==> config.mk <==
export PLATFORM = sky130hd
export DESIGN_NAME = group_minmax_fake_quantizer
export DESIGN_NICKNAME = d
export VERILOG_FILES = /design/src/hw/rtl/gmfq_pkg.sv /design/src/hw/rtl/group_minmax_fake_quantizer.sv /design/src/hw/rtl/gmfq_store.sv /design/src/hw/rtl/gmfq_div.sv
export SDC_FILE = /design/constraint.sdc
export NUM_CORES = 2
export LEC_CHECK = 0
export BUFFER_PORTS_ARGS = -buffer_cell sky130_fd_sc_hd__buf_4
export CORE_MARGIN = 2
export CORE_UTILIZATION = 65
export DETAILED_ROUTE_END_ITERATION = 7
export HOLD_SLACK_MARGIN = 0.1
export PLACE_DENSITY_LB_ADDON = 0.05
export SLEW_MARGIN = 5
export SYNTH_ARGS = -nofsm -noshare
export SYNTH_HDL_FRONTEND = slang
export SYNTH_SLANG_ARGS = --single-unit
==> constraint.sdc <==
create_clock -name clk -period 7.5 [get_ports clk]
set_clock_uncertainty 0.2 [all_clocks]
set_input_delay 1.5 -clock clk [delete_from_list [all_inputs] [get_ports clk]]
set_output_delay 1.5 -clock clk [all_outputs]
set_load 0.01 [all_outputs]
==> src/hw/rtl/gmfq_pkg.sv <==
package gmfq_pkg;

    localparam int SAMPLE_W = 16;
    localparam int CODE_W   = 16;
    localparam int SCALE_W  = 32;
    localparam int DIV_W    = 34;
    localparam int CFG_IDX_W  = 2;
    localparam int CFG_DATA_W = 6;

    localparam logic [CFG_IDX_W-1:0] CFG_GROUP_LENGTH = 2'd0;
    localparam logic [CFG_IDX_W-1:0] CFG_CODE_BITS    = 2'd1;

    typedef struct packed {
        logic signed [SAMPLE_W-1:0] sample;
        logic                       tensor_end;
    } item_t;

    typedef struct packed {
        logic signed [SAMPLE_W-1:0] recon_sample;
        logic [CODE_W-1:0]          quant_code;
        logic                       group_last;
        logic                       tensor_last;
    } result_t;

    typedef struct packed {
        logic             start;
        logic [DIV_W-1:0] num;
        logic [DIV_W-1:0] den;
    } div_req_t;

    typedef struct packed {
        logic             done;
        logic [DIV_W-1:0] quot;
    } div_rsp_t;

    typedef enum logic [2:0] {
        ST_IDLE,
        ST_SCALE_GO,
        ST_SCALE_RUN,
        ST_RD,
        ST_CODE_GO,
        ST_CODE_RUN,
        ST_MUL,
        ST_EMIT
    } state_t;

endpackage

==> src/hw/rtl/group_minmax_fake_quantizer.sv <==
// Flow: a sample that does not close a group is stored. A closing sample
// starts the scale divide, then each sample of the group passes through
// store read, code divide launch, code divide, multiply and output.
// Throughput: one sample per cycle while filling; while a group drains the
// block is busy and takes no new samples, as the shared bit-serial divider
// serves each sample in turn. Reset clears control and sets config to
// its defaults (length 32, 4 code bits); result strobes cannot be stalled.
module group_minmax_fake_quantizer #(
    parameter int GROUP_MAX = 32
) (
    input  logic                              clk,
    input  logic                              rst_n,
    input  logic                              start,
    output logic                              busy,
    input  gmfq_pkg::item_t                   item,
    output logic                              result_strobe,
    output gmfq_pkg::result_t                 result,
    input  logic                              cfg_we,
    input  logic [gmfq_pkg::CFG_IDX_W-1:0]    cfg_index,
    input  logic [gmfq_pkg::CFG_DATA_W-1:0]   cfg_data
);
    import gmfq_pkg::*;

    localparam int FILL_W = $clog2(GROUP_MAX + 1);
    localparam int ADDR_W = (GROUP_MAX > 1) ? $clog2(GROUP_MAX) : 1;
    localparam int LEN_W  = 7;

    state_t state_reg, state_next;

    logic [5:0]           group_length_reg;
    logic [4:0]           code_bits_reg;
    logic [FILL_W-1:0]    fill_reg;
    logic [FILL_W-1:0]    idx_reg;
    logic                 end_seen_reg;
    logic signed [SAMPLE_W-1:0] min_reg;
    logic signed [SAMPLE_W-1:0] max_reg;
    logic [SCALE_W-1:0]   scale_reg;
    logic [CODE_W-1:0]    code_reg;
    logic [47:0]          prod_reg;
    result_t              result_reg;
    logic                 strobe_reg;

    logic                 accept;
    logic                 closes;
    logic [LEN_W-1:0]     len;
    logic [4:0]           bits;
    logic [CODE_W-1:0]    qmax;
    logic [FILL_W-1:0]    fill_inc;
    logic [SAMPLE_W-1:0]  range;
    logic [SAMPLE_W-1:0]  diff;
    logic [SAMPLE_W-1:0]  rdata;
    logic                 rd_en;
    logic                 last_item;
    div_req_t             div_req;
    div_rsp_t             div_rsp;
    logic signed [34:0]   recon_wide;

    assign busy     = state_reg != ST_IDLE;
    assign accept   = start && !busy;
    assign fill_inc = fill_reg + 1'b1;

    always_comb
    begin
        priority if (group_length_reg == '0)
            len = LEN_W'(1);
        else if (LEN_W'(group_length_reg) > LEN_W'(GROUP_MAX))
            len = LEN_W'(GROUP_MAX);
        else
            len = LEN_W'(group_length_reg);
    end

    always_comb
    begin
        priority if (code_bits_reg == '0)
            bits = 5'd1;
        else if (code_bits_reg > 5'd16)
            bits = 5'd16;
        else
            bits = code_bits_reg;
    end

    assign qmax      = CODE_W'((17'(1) << bits) - 17'(1));
    assign closes    = (LEN_W'(fill_inc) >= len) || item.tensor_end;
    assign range     = SAMPLE_W'(max_reg - min_reg);
    assign diff      = SAMPLE_W'($signed(rdata) - min_reg);
    assign last_item = (idx_reg + 1'b1) == fill_reg;

    gmfq_store #(
        .DEPTH  (GROUP_MAX),
        .ADDR_W (ADDR_W)
    ) u_store (
        .clk   (clk),
        .we    (accept),
        .waddr (fill_reg[ADDR_W-1:0]),
        .wdata (item.sample),
        .re    (rd_en),
        .raddr (idx_reg[ADDR_W-1:0]),
        .rdata (rdata)
    );

    gmfq_div u_div (
        .clk   (clk),
        .rst_n (rst_n),
        .req   (div_req),
        .rsp   (div_rsp)
    );

    always_comb
    begin
        state_next = state_reg;
        unique case (state_reg)
            ST_IDLE:      if (accept && closes) state_next = ST_SCALE_GO;
            ST_SCALE_GO:  state_next = ST_SCALE_RUN;
            ST_SCALE_RUN: if (div_rsp.done) state_next = ST_RD;
            ST_RD:        state_next = ST_CODE_GO;
            ST_CODE_GO:   state_next = ST_CODE_RUN;
            ST_CODE_RUN:  if (div_rsp.done) state_next = ST_MUL;
            ST_MUL:       state_next = ST_EMIT;
            ST_EMIT:      state_next = last_item ? ST_IDLE : ST_RD;
            default:      state_next = ST_IDLE;
        endcase
    end

    always_comb
    begin
        div_req = '0;
        rd_en   = 1'b0;
        unique case (state_reg)
            ST_SCALE_GO:
            begin
                div_req.start = 1'b1;
                div_req.num   = DIV_W'({range, 16'h0}) + DIV_W'(qmax >> 1);
                div_req.den   = DIV_W'(qmax);
            end
            ST_RD:
            begin
                rd_en = 1'b1;
            end
            ST_CODE_GO:
            begin
                div_req.start = 1'b1;
                div_req.num   = DIV_W'({diff, 17'h0}) + DIV_W'(scale_reg);
                div_req.den   = DIV_W'({scale_reg, 1'b0});
            end
            default:
            begin
                div_req = '0;
            end
        endcase
    end

    assign recon_wide = 35'(min_reg) + $signed({2'b00, prod_reg[47:16]})
                      + $signed(35'(prod_reg[15]));

    always_ff @(posedge clk or negedge rst_n)
    begin
        if (!rst_n)
        begin
            state_reg        <= ST_IDLE;
            group_length_reg <= 6'd32;
            code_bits_reg    <= 5'd4;
            fill_reg         <= '0;
            idx_reg          <= '0;
            end_seen_reg     <= 1'b0;
            min_reg          <= '0;
            max_reg          <= '0;
            scale_reg        <= '0;
            strobe_reg       <= 1'b0;
        end
        else
        begin
            state_reg  <= state_next;
            strobe_reg <= 1'b0;
            if (cfg_we && cfg_index == CFG_GROUP_LENGTH)
                group_length_reg <= cfg_data[5:0];
            if (cfg_we && cfg_index == CFG_CODE_BITS)
                code_bits_reg <= cfg_data[4:0];
            if (accept)
            begin
                fill_reg <= fill_inc;
                if (fill_reg == '0)
                begin
                    min_reg <= item.sample;
                    max_reg <= item.sample;
                end
                else
                begin
                    if (item.sample < min_reg)
                        min_reg <= item.sample;
                    if (item.sample > max_reg)
                        max_reg <= item.sample;
                end
                if (closes)
                begin
                    end_seen_reg <= item.tensor_end;
                    idx_reg      <= '0;
                end
            end
            if (state_reg == ST_SCALE_RUN && div_rsp.done)
                scale_reg <= (div_rsp.quot == '0) ? SCALE_W'(1) : div_rsp.quot[SCALE_W-1:0];
            if (state_reg == ST_EMIT)
            begin
                strobe_reg <= 1'b1;
                idx_reg    <= idx_reg + 1'b1;
                if (last_item)
                begin
                    fill_reg     <= '0;
                    end_seen_reg <= 1'b0;
                end
            end
        end
    end

    always_ff @(posedge clk)
    begin
        if (state_reg == ST_CODE_RUN && div_rsp.done)
            code_reg <= (div_rsp.quot > DIV_W'(qmax)) ? qmax : div_rsp.quot[CODE_W-1:0];
        if (state_reg == ST_MUL)
            prod_reg <= 48'(code_reg) * 48'(scale_reg);
        if (state_reg == ST_EMIT)
        begin
            priority if (recon_wide > 35'sd32767)
                result_reg.recon_sample <= 16'sh7FFF;
            else if (recon_wide < -35'sd32768)
                result_reg.recon_sample <= 16'sh8000;
            else
                result_reg.recon_sample <= recon_wide[SAMPLE_W-1:0];
            result_reg.quant_code  <= code_reg;
            result_reg.group_last  <= last_item;
            result_reg.tensor_last <= last_item && end_seen_reg;
        end
    end

    assign result_strobe = strobe_reg;
    assign result        = result_reg;

endmodule

==> src/hw/rtl/gmfq_store.sv <==
module gmfq_store #(
    parameter int DEPTH  = 32,
    parameter int ADDR_W = 5
) (
    input  logic                          clk,
    input  logic                          we,
    input  logic [ADDR_W-1:0]             waddr,
    input  logic [gmfq_pkg::SAMPLE_W-1:0] wdata,
    input  logic                          re,
    input  logic [ADDR_W-1:0]             raddr,
    output logic [gmfq_pkg::SAMPLE_W-1:0] rdata
);
    import gmfq_pkg::*;

    logic [SAMPLE_W-1:0] mem [DEPTH];
    logic [SAMPLE_W-1:0] rdata_reg;

    always_ff @(posedge clk)
    begin
        if (we)
        begin
            mem[waddr] <= wdata;
        end
    end

    always_ff @(posedge clk)
    begin
        if (re)
        begin
            rdata_reg <= mem[raddr];
        end
    end

    assign rdata = rdata_reg;

endmodule

==> src/hw/rtl/gmfq_div.sv <==
module gmfq_div (
    input  logic               clk,
    input  logic               rst_n,
    input  gmfq_pkg::div_req_t req,
    output gmfq_pkg::div_rsp_t rsp
);
    import gmfq_pkg::*;

    localparam int CNT_W = $clog2(DIV_W + 1);

    logic [DIV_W-1:0] num_reg;
    logic [DIV_W-1:0] den_reg;
    logic [DIV_W-1:0] rem_reg;
    logic [DIV_W-1:0] quot_reg;
    logic [CNT_W-1:0] cnt_reg;
    logic             done_reg;
    logic [DIV_W:0]   trial;
    logic             fits;

    // restoring divide, one quotient bit per cycle, MSB first
    assign trial = {rem_reg, num_reg[DIV_W-1]};
    assign fits  = trial >= {1'b0, den_reg};

    always_ff @(posedge clk or negedge rst_n)
    begin
        if (!rst_n)
        begin
            cnt_reg  <= '0;
            done_reg <= 1'b0;
        end
        else
        begin
            done_reg <= 1'b0;
            if (req.start)
            begin
                cnt_reg <= CNT_W'(DIV_W);
            end
            else if (cnt_reg != '0)
            begin
                cnt_reg <= cnt_reg - 1'b1;
                if (cnt_reg == CNT_W'(1))
                begin
                    done_reg <= 1'b1;
                end
            end
        end
    end

    always_ff @(posedge clk)
    begin
        if (req.start)
        begin
            num_reg  <= req.num;
            den_reg  <= req.den;
            rem_reg  <= '0;
            quot_reg <= '0;
        end
        else if (cnt_reg != '0)
        begin
            num_reg  <= {num_reg[DIV_W-2:0], 1'b0};
            rem_reg  <= fits ? DIV_W'(trial - {1'b0, den_reg}) : trial[DIV_W-1:0];
            quot_reg <= {quot_reg[DIV_W-2:0], fits};
        end
    end

    assign rsp.done = done_reg;
    assign rsp.quot = quot_reg;

endmodule

==> metrics.txt <==
flip-flop count of the largest register after layout 512; Crit path depth 24; Placement Setup Slack -14.4 ps; launch point of the worst reg-to-reg path code_reg[5]; final hold vios 0; first-pass GRT wire length between 200 and 250 mm; worst-case vdd ir drop 274 uV; leading cell type in the layout, fill and taps excluded sky130_fd_sc_hd__edfxtp_1; clock-pin slew on the worst setup and hold paths approximately 70 ps; DRC errors left 2; number of non-filler instances in the completed layout ~5800; final HPWL from detailed placement about 94 mm; fillers 5769; Most flops, register u_store.mem; Final Max Tran Viols 0; fin area approximately 60000 um^2; worst path bufs/invs 6; number of core rows around 110; Worst Path Class, Setup reg -> reg; Layout Area Growth over Synthesis 9.54%; worst-case clock buffer depth 3; final RePlAce weighted congestion between 0.9 and 1; TritonCTS Buffers 85; count of endpoints failing setup in the final report 0; max cap viols 0; Gate Count Post-Synth around 4500; worst reg2reg endpoint prod_reg[40]; Yosys top cell by area sky130_fd_sc_hd__edfxtp_1; Area contributors post-synth sky130_fd_sc_hd__edfxtp_1 37%, sky130_fd_sc_hd__fa_1 15%, sky130_fd_sc_hd__ha_1 6.6%; latest clock arrival within the worst-skew pair between 600 and 700 ps; number of warnings reported in the yosys synthesis log 0; I/O pin count 65; pwr dens about 160 nW/um^2; primary flip-flop cell chosen by synthesis mapping sky130_fd_sc_hd__edfxtp_1; CP required about 7700 ps; buffer type at the clock tree root sky130_fd_sc_hd__clkbuf_16; Highest Clock Rate ~0.14 GHz; CTS tree yes; sequential element share of the synthesized area between 40% and 50%; count of cells along the worst register-to-register path 24; placed cell area ~57000 um^2; fraction of final layout cells sized beyond drive strength 1 ~14%; number of antenna violations at the first check in global routing 2; total core area between 80000 and 90000 um^2; vias in the first global route between 30000 and 40000; worst stage delay on the critical path 540 ps; dominant cell type by count on the critical path sky130_fd_sc_hd__fa_1; class of the most critical hold timing path reg -> reg; arrival time of data at the critical path endpoint about 7300 ps; Die X ~300 um; average detailed-routed wire length per instance around 23 um; count of state elements after synthesis about 850; htree depth 3; cell with the largest stage delay on the worst path sky130_fd_sc_hd__fa_1; failing checks DRC; Final Routed Wirelength 134 mm; number of unique standard cell types used by synthesis 92; Pleak between 20 and 30 nW; most used cells in the layout excluding fill and tap cells 678 x sky130_fd_sc_hd__edfxtp_1, 554 x sky130_fd_sc_hd__inv_1, 534 x sky130_fd_sc_hd__nand2_1; ys async rst share 11.7%; RSZ-0062 raised after global routing false; total placed cells including tap cells 5596; PnR worst setup slack between 300 and 400 ps; pin count of the biggest net entering global routing between 80 and 90; Antenna Violating Nets Remaining 0; number of enable flip-flop cells after synthesis between 600 and 700; kind of capture point of the worst setup path flop; timing startpoint of the critical path code_reg[5]; slew of the pin with the lowest slew margin around 1100 ps; via count about 35000; drt initial violations between 2000 and 3000; largest fanout of any net on the critical path 7; share of the synthesized area in the top cell type a little under two fifths; Critical Path Start Type flop; post-synthesis average cell area 12.2 um^2; time the worst path needs with I/O delays and setup ~7100 ps; worst setup path endpoint prod_reg[40]; Total Die Area around 86000 um^2; worst reg-to-reg setup slack ~370 ps; cell-by-cell listing of the critical path buf_4 -> and2_1 -> fa_1 -> inv_1 -> fa_1 -> fa_1 -> fa_1 -> inv_1 -> fa_1 -> inv_1 -> fa_1 -> inv_1 -> ha_1 -> a22o_1 -> or4_1 -> a211oi_2 -> o41ai_1 -> buf_4 -> a2111oi_1 -> nand2b_2 -> o22ai_1 -> a21oi_2 -> o211ai_1 -> xor2_1; Slew Limit Headroom roughly 28%; count of buffers inserted at the top-level ports between 60 and 70; die boundary height roughly 290 um; mapped cell area ~55000 um^2; total global routing track utilization between 30% and 40%; starting utilization of the core area about two thirds; clock sinks roughly 850; per-cell via count in the routed design between 6 and 7; number of diodes 0; grt total ovfl 0; total negative setup slack 0 ps; status finished, violations left; dominant delay contributor by cell family on the critical path adder cells; fin nets approximately 5300; final critical-path share of the clock period around 95%; DR pass1 iterations 8
## area by class of cell
| class | instances | area, um^2 | share of cell area (%) |
|---|---|---|---|
| multi-input combinational | 2909 | 27700 | 46.3 |
| inverter | 557 | 2090 | 3.49 |
| sequential | 845 | 24200 | 40.4 |
| timing repair buffer | 208 | 1620 | 2.71 |
| clock buffer | 101 | 2240 | 3.74 |
| clock inverter | 58 | 683 | 1.14 |
| tap | 1080 | 1350 | 2.26 |
## stage by stage
stage	utilization [%]	total power [W]	hold slack, ps
floorplan	-	0.00526	236
global placement	68.3	0.00537	251
detailed placement	68.3	0.00538	259
CTS	71.8	0.00979	267
global route	71.8	0.00998	282
finish	71.8	0.00974	266
## routing by layer
layer,track usage [%],vias to the layer above,wire (um)
li1,-,15700,-
met1,43.3,17700,53700
met2,54.7,1269,66900
met3,3.75,264,7590
met4,12.2,0,5360
met5,0,-,0
## power breakdown
group | switching, W | internal, W | leakage [nW]
logic | 0.000135 | 0.0000604 | 15.8
clock network | 0.00191 | 0.00255 | 1.41
registers | 0.0000295 | 0.00506 | 7.91
total | 0.00207 | 0.00766 | 25.1
## worst min path at each step
stage / cells past startpoint / endpoint / from / slack (ps)
floorplan: 2 / u_div.rem_reg[30] / u_div.rem_reg[30] / 240
global placement: 2 / u_div.rem_reg[30] / u_div.rem_reg[30] / 250
detailed placement: 2 / u_div.rem_reg[30] / u_div.rem_reg[30] / 260
CTS: 2 / u_div.rem_reg[30] / u_div.rem_reg[30] / 270
global route: 2 / u_div.rem_reg[21] / u_div.rem_reg[21] / 280
finish: 2 / u_div.rem_reg[30] / u_div.rem_reg[30] / 270
## logic make-up after synthesis
| kind of cell | count (synthesis) | share of synthesized area [%] |
|---|---|---|
| adders and majority gates | 711 | 22.1 |
| and+or+nand+nor | 1177 | 10.3 |
| other | 1 | 0.00686 |
| AOI/OAI and AO/OA | 603 | 7.05 |
| DFF | 845 | 44.2 |
| xor gates and xnor gates | 142 | 2.27 |
| muxes | 274 | 8.89 |
| buffers and inverters | 749 | 5.19 |
## repair_timing
| item | CTS | global route |
|---|---|---|
| hold buffers | 0 | 0 |
| resized for setup | 0 | 10 |
| setup buffers | 0 | 3 |
| setup endpoints to repair | 0 | 8 |
## tightest hold or removal path: stages (launching register included)
cell and delay [ps]:
sky130_fd_sc_hd__dfxtp_1 330, sky130_fd_sc_hd__nand2_1 60, sky130_fd_sc_hd__nand2_1 40
## cell usage after synthesis, types with 24 or more instances
cell type,instances
sky130_fd_sc_hd__dfxtp_1,68
sky130_fd_sc_hd__dfrtp_1,97
sky130_fd_sc_hd__nand4_1,24
sky130_fd_sc_hd__ha_1,288
sky130_fd_sc_hd__and2_1,243
sky130_fd_sc_hd__mux2_2,94
sky130_fd_sc_hd__nor3_1,40
sky130_fd_sc_hd__inv_1,555
sky130_fd_sc_hd__xnor2_1,80
sky130_fd_sc_hd__nand3_1,40
sky130_fd_sc_hd__a21oi_1,186
sky130_fd_sc_hd__clkbuf_1,172
sky130_fd_sc_hd__o21ai_0,129
sky130_fd_sc_hd__edfxtp_1,678
sky130_fd_sc_hd__nor2b_1,28
sky130_fd_sc_hd__xor2_1,62
sky130_fd_sc_hd__nor2_1,159
sky130_fd_sc_hd__nand2_1,534
sky130_fd_sc_hd__a21o_1,82
sky130_fd_sc_hd__mux4_2,160
sky130_fd_sc_hd__fa_1,423
No activity file was read; power rests on OpenSTA's default activity.
